==> src/rtl/sops_pkg.sv <==
package sops_pkg;

    localparam int LEN_W   = 7;
    localparam int IDX_W   = 6;
    localparam int BYTE_W  = 8;
    localparam int POS_W   = 64;
    localparam int QDEPTH  = 2;
    localparam int QAW     = $clog2(QDEPTH);
    localparam int QCW     = $clog2(QDEPTH + 1);

    localparam logic CMD_LOAD   = 1'b0;
    localparam logic CMD_SEARCH = 1'b1;

    // One classified request as it travels from the front to the back.
    typedef struct packed {
        logic              is_search;
        logic              wr_ok;
        logic [IDX_W-1:0]  index;
        logic [BYTE_W-1:0] data;
        logic              start;
        logic [POS_W-1:0]  offset;
    } t_op;

endpackage

==> src/rtl/sops_if.sv <==
interface sops_in_if;
    logic                        valid;
    logic                        ready;
    logic                        command;
    logic [sops_pkg::IDX_W-1:0]  pattern_index;
    logic [sops_pkg::BYTE_W-1:0] data_byte;
    logic                        chunk_first;
    logic [sops_pkg::POS_W-1:0]  chunk_base;

    modport source (output valid, command, pattern_index, data_byte, chunk_first,
                    chunk_base, input ready);
    modport sink   (input valid, command, pattern_index, data_byte, chunk_first,
                    chunk_base, output ready);
endinterface

interface sops_out_if;
    logic                       valid;
    logic                       ready;
    logic                       match_found;
    logic [sops_pkg::POS_W-1:0] match_position;

    modport source (output valid, match_found, match_position, input ready);
    modport sink   (input valid, match_found, match_position, output ready);
endinterface

interface sops_cfg_if;
    logic                       valid;
    logic                       ready;
    logic [sops_pkg::LEN_W-1:0] pattern_length;

    modport source (output valid, pattern_length, input ready);
    modport sink   (input valid, pattern_length, output ready);
endinterface

==> src/rtl/shift_or_pattern_search_unit.sv <==
// Shift-or exact pattern search unit.
// Requests arrive on i_in. A load request (command 0) writes data_byte into
// pattern position pattern_index; a search request (command 1) feeds one text
// byte. Every request yields exactly one result on o_out: loads return zeros,
// searches return match_found and the stream position where the match begins.
// Set chunk_first on the first byte of a buffer to restart the match vector
// and load chunk_base as the stream position of that byte.
// i_cfg writes pattern_length; write it only while no request is in flight.
// Throughput is one request per cycle while o_out accepts results; the whole
// per-byte update (all pattern compares, shift and OR) is combinational in the back end.
// A result passes through a queue entry, then the result register, to o_out.
// A two-entry queue separates the front from the back: when o_out stalls the
// result register holds, the queue fills, and i_in.ready drops after two
// further requests. Reset empties the queue and output, sets the match vector
// to all ones, the position to zero and the pattern length to one. The
// pattern store is not cleared and must be loaded before it is searched.
module shift_or_pattern_search_unit #(
    parameter int PATTERN_MAX = 64
) (
    input  logic       i_clk,
    input  logic       i_rst_n,
    sops_in_if.sink    i_in,
    sops_cfg_if.sink   i_cfg,
    sops_out_if.source o_out
);

    logic          push_valid;
    logic          push_ready;
    sops_pkg::t_op push_op;
    logic          op_valid;
    logic          op_ready;
    sops_pkg::t_op op;

    sops_front #(
        .PATTERN_MAX (PATTERN_MAX)
    ) u_front (
        .i_in         (i_in),
        .o_push_valid (push_valid),
        .i_push_ready (push_ready),
        .o_push_op    (push_op)
    );

    sops_queue u_queue (
        .i_clk        (i_clk),
        .i_rst_n      (i_rst_n),
        .i_push_valid (push_valid),
        .o_push_ready (push_ready),
        .i_push_op    (push_op),
        .o_pop_valid  (op_valid),
        .i_pop_ready  (op_ready),
        .o_pop_op     (op)
    );

    sops_back #(
        .PATTERN_MAX (PATTERN_MAX)
    ) u_back (
        .i_clk      (i_clk),
        .i_rst_n    (i_rst_n),
        .i_op_valid (op_valid),
        .o_op_ready (op_ready),
        .i_op       (op),
        .i_cfg      (i_cfg),
        .o_out      (o_out)
    );

endmodule

==> src/rtl/sops_front.sv <==
module sops_front #(
    parameter int PATTERN_MAX = 64
) (
    sops_in_if.sink        i_in,
    output logic           o_push_valid,
    input  logic           i_push_ready,
    output sops_pkg::t_op  o_push_op
);

    assign i_in.ready   = i_push_ready;
    assign o_push_valid = i_in.valid;

    always_comb begin
        o_push_op.is_search = (i_in.command == sops_pkg::CMD_SEARCH);
        // Loads beyond the store depth still return a result, but the back skips the write.
        o_push_op.wr_ok     = (i_in.command == sops_pkg::CMD_LOAD) &&
                              (32'(i_in.pattern_index) < 32'(PATTERN_MAX));
        o_push_op.index     = i_in.pattern_index;
        o_push_op.data      = i_in.data_byte;
        o_push_op.start     = (i_in.command == sops_pkg::CMD_SEARCH) && i_in.chunk_first;
        o_push_op.offset    = i_in.chunk_base;
    end

endmodule

==> src/rtl/sops_queue.sv <==
module sops_queue (
    input  logic           i_clk,
    input  logic           i_rst_n,
    input  logic           i_push_valid,
    output logic           o_push_ready,
    input  sops_pkg::t_op  i_push_op,
    output logic           o_pop_valid,
    input  logic           i_pop_ready,
    output sops_pkg::t_op  o_pop_op
);

    sops_pkg::t_op                 r_mem [sops_pkg::QDEPTH];
    logic [sops_pkg::QAW-1:0]      r_wr_ptr;
    logic [sops_pkg::QAW-1:0]      r_rd_ptr;
    logic [sops_pkg::QCW-1:0]      r_count;
    logic                          push;
    logic                          pop;

    assign o_push_ready = (r_count != sops_pkg::QCW'(sops_pkg::QDEPTH));
    assign o_pop_valid  = (r_count != '0);
    assign o_pop_op     = r_mem[r_rd_ptr];
    assign push         = i_push_valid && o_push_ready;
    assign pop          = o_pop_valid && i_pop_ready;

    always_ff @(posedge i_clk) begin
        if (!i_rst_n) begin
            r_wr_ptr <= '0;
            r_rd_ptr <= '0;
            r_count  <= '0;
        end else begin
            if (push) begin
                r_wr_ptr <= r_wr_ptr + 1'b1;
            end
            if (pop) begin
                r_rd_ptr <= r_rd_ptr + 1'b1;
            end
            unique case ({push, pop})
                2'b10:   r_count <= r_count + 1'b1;
                2'b01:   r_count <= r_count - 1'b1;
                default: r_count <= r_count;
            endcase
        end
    end

    always_ff @(posedge i_clk) begin
        if (push) begin
            r_mem[r_wr_ptr] <= i_push_op;
        end
    end

endmodule

==> src/rtl/sops_back.sv <==
module sops_back #(
    parameter int PATTERN_MAX = 64
) (
    input  logic           i_clk,
    input  logic           i_rst_n,
    input  logic           i_op_valid,
    output logic           o_op_ready,
    input  sops_pkg::t_op  i_op,
    sops_cfg_if.sink       i_cfg,
    sops_out_if.source     o_out
);

    localparam int EW = ($clog2(PATTERN_MAX + 1) > sops_pkg::LEN_W) ?
                        $clog2(PATTERN_MAX + 1) : sops_pkg::LEN_W;
    localparam int IW = (PATTERN_MAX > 1) ? $clog2(PATTERN_MAX) : 1;

    logic [sops_pkg::BYTE_W-1:0] r_store [PATTERN_MAX];
    logic [PATTERN_MAX-1:0]      r_vec;
    logic [sops_pkg::POS_W-1:0]  r_pos;
    logic [sops_pkg::LEN_W-1:0]  r_len;
    logic                        r_out_valid;
    logic                        r_found;
    logic [sops_pkg::POS_W-1:0]  r_mpos;

    logic                        pop;
    logic [EW-1:0]               eff;
    logic [IW-1:0]               sel;
    logic [PATTERN_MAX-1:0]      base_vec;
    logic [sops_pkg::POS_W-1:0]  base_pos;
    logic [PATTERN_MAX-1:0]      mism;
    logic [PATTERN_MAX-1:0]      n_vec;
    logic [sops_pkg::POS_W-1:0]  n_pos;
    logic                        n_found;
    logic [sops_pkg::POS_W-1:0]  n_mpos;

    assign o_op_ready = !r_out_valid || o_out.ready;
    assign pop        = i_op_valid && o_op_ready;
    assign i_cfg.ready = 1'b1;

    assign o_out.valid          = r_out_valid;
    assign o_out.match_found    = r_found;
    assign o_out.match_position = r_mpos;

    // A length of zero behaves as one; anything above the store depth is capped.
    always_comb begin
        if (r_len == '0) begin
            eff = EW'(1);
        end else if (EW'(r_len) > EW'(PATTERN_MAX)) begin
            eff = EW'(PATTERN_MAX);
        end else begin
            eff = EW'(r_len);
        end
        sel = IW'(eff - EW'(1));
    end

    always_comb begin
        base_vec = i_op.start ? '1 : r_vec;
        base_pos = i_op.start ? i_op.offset : r_pos;
        for (int i = 0; i < PATTERN_MAX; i++) begin
            mism[i] = (EW'(i) >= eff) || (r_store[i] != i_op.data);
        end
        n_vec = (base_vec << 1) | mism;
        n_pos = base_pos + 64'd1;
        if (i_op.is_search && !n_vec[sel]) begin
            n_found = 1'b1;
            n_mpos  = base_pos - 64'(eff) + 64'd1;
        end else begin
            n_found = 1'b0;
            n_mpos  = '0;
        end
    end

    always_ff @(posedge i_clk) begin
        if (!i_rst_n) begin
            r_vec       <= '1;
            r_pos       <= '0;
            r_len       <= sops_pkg::LEN_W'(1);
            r_out_valid <= 1'b0;
        end else begin
            if (i_cfg.valid) begin
                r_len <= i_cfg.pattern_length;
            end
            if (pop && i_op.is_search) begin
                r_vec <= n_vec;
                r_pos <= n_pos;
            end
            if (pop) begin
                r_out_valid <= 1'b1;
            end else if (o_out.ready) begin
                r_out_valid <= 1'b0;
            end
        end
    end

    always_ff @(posedge i_clk) begin
        if (pop) begin
            r_found <= n_found;
            r_mpos  <= n_mpos;
        end
    end

    always_ff @(posedge i_clk) begin
        if (pop && i_op.wr_ok) begin
            for (int i = 0; i < PATTERN_MAX; i++) begin
                if (32'(i_op.index) == 32'(i)) begin
                    r_store[i] <= i_op.data;
                end
            end
        end
    end

    a_nomatch_zero: assert property (@(posedge i_clk) disable iff (!i_rst_n)
        r_out_valid && !r_found |-> r_mpos == '0)
        else $error("match position not zero without a match");

    a_load_nomatch: assert property (@(posedge i_clk) disable iff (!i_rst_n)
        pop && !i_op.is_search |=> !r_found)
        else $error("load request produced a match");

    a_start_pos: assert property (@(posedge i_clk) disable iff (!i_rst_n)
        pop && i_op.is_search && i_op.start |=> r_pos == $past(i_op.offset) + 64'd1)
        else $error("position not reloaded at buffer start");

    a_load_keeps_state: assert property (@(posedge i_clk) disable iff (!i_rst_n)
        pop && !i_op.is_search && !i_cfg.valid |=> $stable(r_vec) && $stable(r_pos))
        else $error("load request changed search state");

endmodule
==> src/flat_wrapper.sv <==
// flat-port wrapper written by rule: the top's interface ports become plain ports
module shift_or_pattern_search_unit_flat 
#(
    parameter int PATTERN_MAX = 64
)
  (i_clk, i_rst_n, i_in_valid, i_in_command, i_in_pattern_index, i_in_data_byte, i_in_chunk_first, i_in_chunk_base, i_in_ready, i_cfg_valid, i_cfg_pattern_length, i_cfg_ready, o_out_valid, o_out_match_found, o_out_match_position, o_out_ready);
  sops_in_if i_in_i ();
  sops_cfg_if i_cfg_i ();
  sops_out_if o_out_i ();
  input  logic i_clk;
  input  logic i_rst_n;
  input wire logic [$bits(i_in_i.valid)-1:0] i_in_valid;
  input wire logic [$bits(i_in_i.command)-1:0] i_in_command;
  input wire logic [$bits(i_in_i.pattern_index)-1:0] i_in_pattern_index;
  input wire logic [$bits(i_in_i.data_byte)-1:0] i_in_data_byte;
  input wire logic [$bits(i_in_i.chunk_first)-1:0] i_in_chunk_first;
  input wire logic [$bits(i_in_i.chunk_base)-1:0] i_in_chunk_base;
  output wire logic [$bits(i_in_i.ready)-1:0] i_in_ready;
  input wire logic [$bits(i_cfg_i.valid)-1:0] i_cfg_valid;
  input wire logic [$bits(i_cfg_i.pattern_length)-1:0] i_cfg_pattern_length;
  output wire logic [$bits(i_cfg_i.ready)-1:0] i_cfg_ready;
  output wire logic [$bits(o_out_i.valid)-1:0] o_out_valid;
  output wire logic [$bits(o_out_i.match_found)-1:0] o_out_match_found;
  output wire logic [$bits(o_out_i.match_position)-1:0] o_out_match_position;
  input wire logic [$bits(o_out_i.ready)-1:0] o_out_ready;
  assign i_in_i.valid = i_in_valid;
  assign i_in_i.command = i_in_command;
  assign i_in_i.pattern_index = i_in_pattern_index;
  assign i_in_i.data_byte = i_in_data_byte;
  assign i_in_i.chunk_first = i_in_chunk_first;
  assign i_in_i.chunk_base = i_in_chunk_base;
  assign i_in_ready = i_in_i.ready;
  assign i_cfg_i.valid = i_cfg_valid;
  assign i_cfg_i.pattern_length = i_cfg_pattern_length;
  assign i_cfg_ready = i_cfg_i.ready;
  assign o_out_valid = o_out_i.valid;
  assign o_out_match_found = o_out_i.match_found;
  assign o_out_match_position = o_out_i.match_position;
  assign o_out_i.ready = o_out_ready;
  shift_or_pattern_search_unit #(.PATTERN_MAX(PATTERN_MAX)) u_core (.i_clk(i_clk), .i_rst_n(i_rst_n), .i_in(i_in_i), .i_cfg(i_cfg_i), .o_out(o_out_i));
endmodule
==> config.mk <==
export PLATFORM = sky130hd
export DESIGN_NAME = shift_or_pattern_search_unit_flat
export DESIGN_NICKNAME = d
export VERILOG_FILES = /design/src/rtl/sops_pkg.sv /design/src/rtl/sops_if.sv /design/src/rtl/shift_or_pattern_search_unit.sv /design/src/rtl/sops_front.sv /design/src/rtl/sops_queue.sv /design/src/rtl/sops_back.sv /design/src/flat_wrapper.sv
export SDC_FILE = /design/constraint.sdc
export NUM_CORES = 2
export LEC_CHECK = 0
export BUFFER_PORTS_ARGS = -buffer_cell sky130_fd_sc_hd__buf_2
export CAP_MARGIN = 20
export CORE_MARGIN = 3
export CORE_UTILIZATION = 45
export DETAILED_ROUTE_END_ITERATION = 12
export PLACE_DENSITY = 0.57
export SLEW_MARGIN = 20
export SYNTH_ARGS = -nofsm -noshare
export SYNTH_HDL_FRONTEND = slang
export SYNTH_SLANG_ARGS = --single-unit
export TNS_END_PERCENT = 1
==> constraint.sdc <==
create_clock -name i_clk -period 7.6 [get_ports i_clk]
set_clock_uncertainty 0.2 [all_clocks]
set_input_delay 0 -clock i_clk [delete_from_list [all_inputs] [get_ports i_clk]]
set_output_delay 0 -clock i_clk [all_outputs]
set_load 0.01 [all_outputs]
# Word-level counts from Yosys, hierarchy flattened
# Memory sizes are Yosys's and may differ from the RTL's. A register that Yosys moved wholly into a read port is not among the register bits.
# Index checks and enable logic that the tools add are counted.
# word_totals
reg_bits	204
ram_bits	674
input_bits	92
out_inout_bits	68
word_cells	753
n_memories	2
# memory_table
name	words	width	rd	rd_ports_with_merged_regs	wr	line	rtl
u_core.u_back.r_store	64	8	64	0	1	sops_back.sv:17	logic [sops_pkg::BYTE_W-1:0] r_store [PATTERN_MAX];
u_core.u_queue.r_mem	2	81	1	1	1	sops_queue.sv:12	sops_pkg::t_op r_mem [sops_pkg::QDEPTH];
# classes
addsub	8
order_cmp	66
n_eq_ne	130
muxes	395
n_bitwise	2
reduce_logical	141
# op_table
cell	count
!= test 8 bit	64
two-way mux 8 bit	63
OR reduction 8 bit	63
two-way mux 6 bit	63
two-way mux 1 bit	263
>= comparator 6 x 7 -> 1 bit, first input constant	32
== test 6 bit, second input constant	32
adder 64 x 1 -> 64 bit, second input constant	2
>= comparator 5 x 7 -> 1 bit, first input constant	16
== test 6 x 5 -> 1 bit, second input constant	16
logical OR 1 bit	65
two-way mux 64 bit	1
OR 64 bit	1
subtractor 64 x 7 -> 64 bit	1
two-way mux 63 bit	1
>= comparator 4 x 7 -> 1 bit, first input constant	8
== test 6 x 4 -> 1 bit, second input constant	8
>= comparator 3 x 7 -> 1 bit, first input constant	4
== test 6 x 3 -> 1 bit, second input constant	4
>= comparator 1 x 7 -> 1 bit, first input constant	2
>= comparator 2 x 7 -> 1 bit, first input constant	2
two-way mux 7 bit	2
== test 6 x 2 -> 1 bit, second input constant	2
greater-than comparator 7 bit, second input constant	1
other kinds (17)	26

# Logic depth before layout (Yosys ltp)
# logic_depth
depth_word	70
ltp_mapped	21
mapped_depth_nobuf	16

# Modules after synthesis
# Synthesis repeated with hierarchy kept, for this count alone.
# hier_totals
cells_unflattened	3709
area_unflattened_um2	43950.9
# by_module_without_submodules
module	instances	cells_per_inst	area_each_um2	seq_area_each_um2
sops_back	1	3350	37275.8	20029.2
sops_queue	1	276	6057.1	4964.8
sops_front	1	83	618.1	0.0

# Worst setup path before layout
# No wires, ideal clock.
# synth_path
kind	register to register
start	register with a tool-made name
end	register u_core.u_back.r_mpos, in the netlist u_core.u_back.o_out.match_position[47], data pin
setup_ns	0.146
t_arrival_ns	4.888
t_required_ns	7.254
path_slack_ns	2.366
path_stages_with_launch	20
path_buffers	4
synth_period_minus_slack_ns	5.234
cell_sequence	dfxtp_1 > clkbuf_1 > buf_2 > buf_1 > buf_1 > mux2i_1 > nor2_1 > a21oi_1 > inv_1 > ha_1 > nand3_1 > nor3_1 > o211ai_1 > o21ai_0 > a31oi_1 > o41ai_1 > a221o_1 > nand2_1 > a2111o_1 > a21oi_1
# synth_lines
item	line	rtl
to (signal assigned)	sops_back.sv:98	r_mpos <= n_mpos;
to (decl)	sops_back.sv:23	logic [sops_pkg::POS_W-1:0] r_mpos;

==> results.yml <==
timing:
  worst_slew_pin_slew_ps: 1130
  max_freq_mhz: 160
  fin_crit_sh: 0.820
  fin_ws_ps: 1360
  slew_violations: 0
  maxSlewHeadroom: 0.246
  setup_viol: 0
  finalWorstPathRequiredPeriod_ps: 6240
  rsz0062_at_grt: "false"
  final-hold-violation-count: 0
  fin_tns_setup_ps: 0
die:
  core_area_sq_um: 93700
  initial_core_util: 0.456
  die_y_um: 314
  rows: 112
  ios: 160
  die-area_sq_um: 98800
  die_w_um: 314
layout:
  design_area_sq_um: 49900
  multi_input_area_sq_um: 16600
  syn2layout_area_growth_pct: 16.7
  final_cell_mix: "edfxtp_1 (739), xnor2_1 (556), nor2_1 (373)"
  drive_gt1_frac: 0.105
  regArea_sq_um: 25000
  layout.nets: 4123
  fillCellCount: 8043
  layout_commonest_cell: "edfxtp_1"
  utilization: 0.532
cts:
  clkTransAtPathRegs_ps: 60
  insertion_delay_ps: 690
  cts_made_buffers: 94
  clockBufferDepth: 3
  cts_tree: "done"
  clock-root-buffer: "clkbuf_16"
  cts_setup_buffers: 0
  cts_max_level: 3
  numClockSinks: 879
placement:
  place_ws_ps: 1400
  place_congestion: 0.952
  io_buffers: 158
  place_area_sq_um: 45000
  dp_hpwl_um: 85000
drt:
  wl_per_cell_um: 24.7
  wirelength_um: 129000
  postRouteAntennaNets: 0
  viasPerCell: 5.63
  drtIter0Drc: 2882
  dr_total_vias: 29472
  drcViolationCount: 0
  drtPass1Iterations: 5
worst_hold_path:
  min_path_type: "input pin to flip-flop"
pwr:
  swShare: 0.386
  p_clk_frac: 0.246
  max-vdd-ir-drop_uv: 205
  p_seq_frac: 0.336
  switching_power_mw: 7.22
  powerDensity_nw_per_um2: 375
  pwr-share-comb: 0.418
  power_leakage_nw: 17.1
  internal_power_mw: 11.5
worst_setup_path:
  path_max_fanout: 30
  cp.required_ps: 7930
  worstSetupStartpointType: "flip-flop"
  cp-end-kind: "flip-flop"
  r2r_slack_ps: 1360
  crit_arrival_ps: 6560
  worstSetupPathType: "flip-flop to flip-flop"
yosys:
  ys_seq_area_frac: 0.584
  synth-async-reset-ratio: 0
  ys_ff_latch: 879
  ys_types: 83
  avgSynthCellArea_sq_um: 12.0
  synthCells: 3578
  yosysWarningCount: 0
  syn-num-nets: 3801
  synth_edf_count: 739
  synth.cell_area_sq_um: 42800
  ys.flop_type: "edfxtp_1"
status:
  status: "complete, no violations"
grt:
  grt_pass1_wl_um: 192000
  grt_max_degree: 105
  grt_overflow: 0
  track_usage: 0.261
  grt_pass1_vias: 29203
  antenna_found_initial: 4
flow_run:
  cap_violations: 0
-- worst max-delay path, stage by stage, from the launching register on --
cell,delay (ps)
dfxtp_4,570
buf_4,480
mux2i_4,790
buf_4,530
xnor2_1,120
nor4_1,890
o2111ai_1,390
mux2i_1,240
a31oi_1,160
a2bb2oi_1,260
nor3_1,70
or3_2,530
inv_1,480
o311a_1,300
-- area by class of cell --
class,count,share of cell area
antenna,2,0.000100
clock inverter,50,0.0104
multi-input combinational,2405,0.332
sequential,879,0.501
inverter,105,0.00812
clock buffer,126,0.0514
timing repair buffer,415,0.0659
tap,1254,0.0314
-- what timing repair did --
| item | in CTS | in global routing |
|---|---|---|
| gates resized for setup | 0 | 0 |
| endpoints found under the hold margin | 282 | 0 |
| hold buffers | 182 | 0 |
-- registers in the layout, summed over array words and instances, names as in the netlist, named ones only --
| signal | cells |
|---|---|
| u_core.u_back.o_out.match_found | 1 |
| u_core.u_back.o_out.match_position | 64 |
| u_core.u_back.o_out.valid | 1 |
| u_core.u_back.r_len | 7 |
| u_core.u_back.r_pos | 64 |
| u_core.u_back.r_store | 512 |
| u_core.u_back.r_vec | 63 |
| u_core.u_queue.r_count | 2 |
| u_core.u_queue.r_mem | 162 |
| u_core.u_queue.r_rd_ptr | 1 |
| u_core.u_queue.r_wr_ptr | 1 |
-- routing by layer --
layer | vias to the layer above | GRT usage | routed length, um
met1 | 14527 | 0.351 | 55600
met4 | 2 | 0.101 | 5380
met3 | 241 | 0.0364 | 7510
met2 | 1050 | 0.429 | 60800
li1 | 13652 | - | -
met5 | - | 0 | 13
-- path summary, 6_finish.rpt --
path,from,endpoint,cells past startpoint
worst max-delay path,flip-flop,u_core.u_back.o_out.match_position[49],13
worst min-delay path,o_out_ready,u_core.u_back.o_out.valid,5
worst max register to register,flip-flop,u_core.u_back.o_out.match_position[49],13
worst min register to register,u_core.u_back.r_pos[1],u_core.u_back.r_pos[1],2
-- cell families (layout without fill, tap and decap cells) --
kind of cell    count (synthesis)  count (layout)  synth area share
mux                            89              89            0.0221
simple gates                 1005            1005             0.115
buf+inv                       294             696            0.0310
fa+ha+maj                     131             131            0.0385
compound gates                558             558            0.0819
flops                         879             879             0.584
xor+xnor                      621             621             0.127
other cells                     1               3         0.0000877
-- through the flow --
step | hold WS (ps) | power, mW | std cells
3_3_place_gp | -11.0 | 14.1 | 4876
3_5_place_dp | -8.18 | 14.1 | 4876
6_report | 46.6 | 18.7 | 5236
2_1_floorplan | -101 | 11.7 | 3578
4_1_cts | 14.9 | 18.7 | 5234
5_1_grt | 49.2 | 19.7 | 5235
-- synth_stat cells (31+ instances only) --
| library cell | number | share of area |
|---|---|---|
| a211oi_1 | 48 | 0.0084 |
| mux2i_1 | 80 | 0.019 |
| buf_2 | 40 | 0.0047 |
| nand2_1 | 136 | 0.012 |
| a21o_1 | 31 | 0.0054 |
| clkbuf_1 | 104 | 0.0091 |
| inv_1 | 103 | 0.0090 |
| xor2_1 | 64 | 0.013 |
| nand4_1 | 57 | 0.0083 |
| xnor2_1 | 557 | 0.11 |
| nor3_1 | 90 | 0.011 |
| nand3_1 | 92 | 0.011 |
| a21oi_1 | 177 | 0.021 |
| o21ai_0 | 143 | 0.017 |
| dfxtp_1 | 140 | 0.066 |
| nor2_1 | 374 | 0.033 |
| nor4_1 | 115 | 0.017 |
| edfxtp_1 | 739 | 0.52 |
| ha_1 | 130 | 0.038 |
-- power by group through the flow --
stage	Clock (mW)	Sequential, mW	Combinational [mW]
final	4.61	6.28	7.81
after global routing	4.87	6.33	8.54
after CTS	4.67	6.29	7.78
after detailed placement	0	6.39	7.67
after global placement	0	6.38	7.75
after floorplan	0	6.43	5.24
No activity file was read; power rests on OpenSTA's default activity.
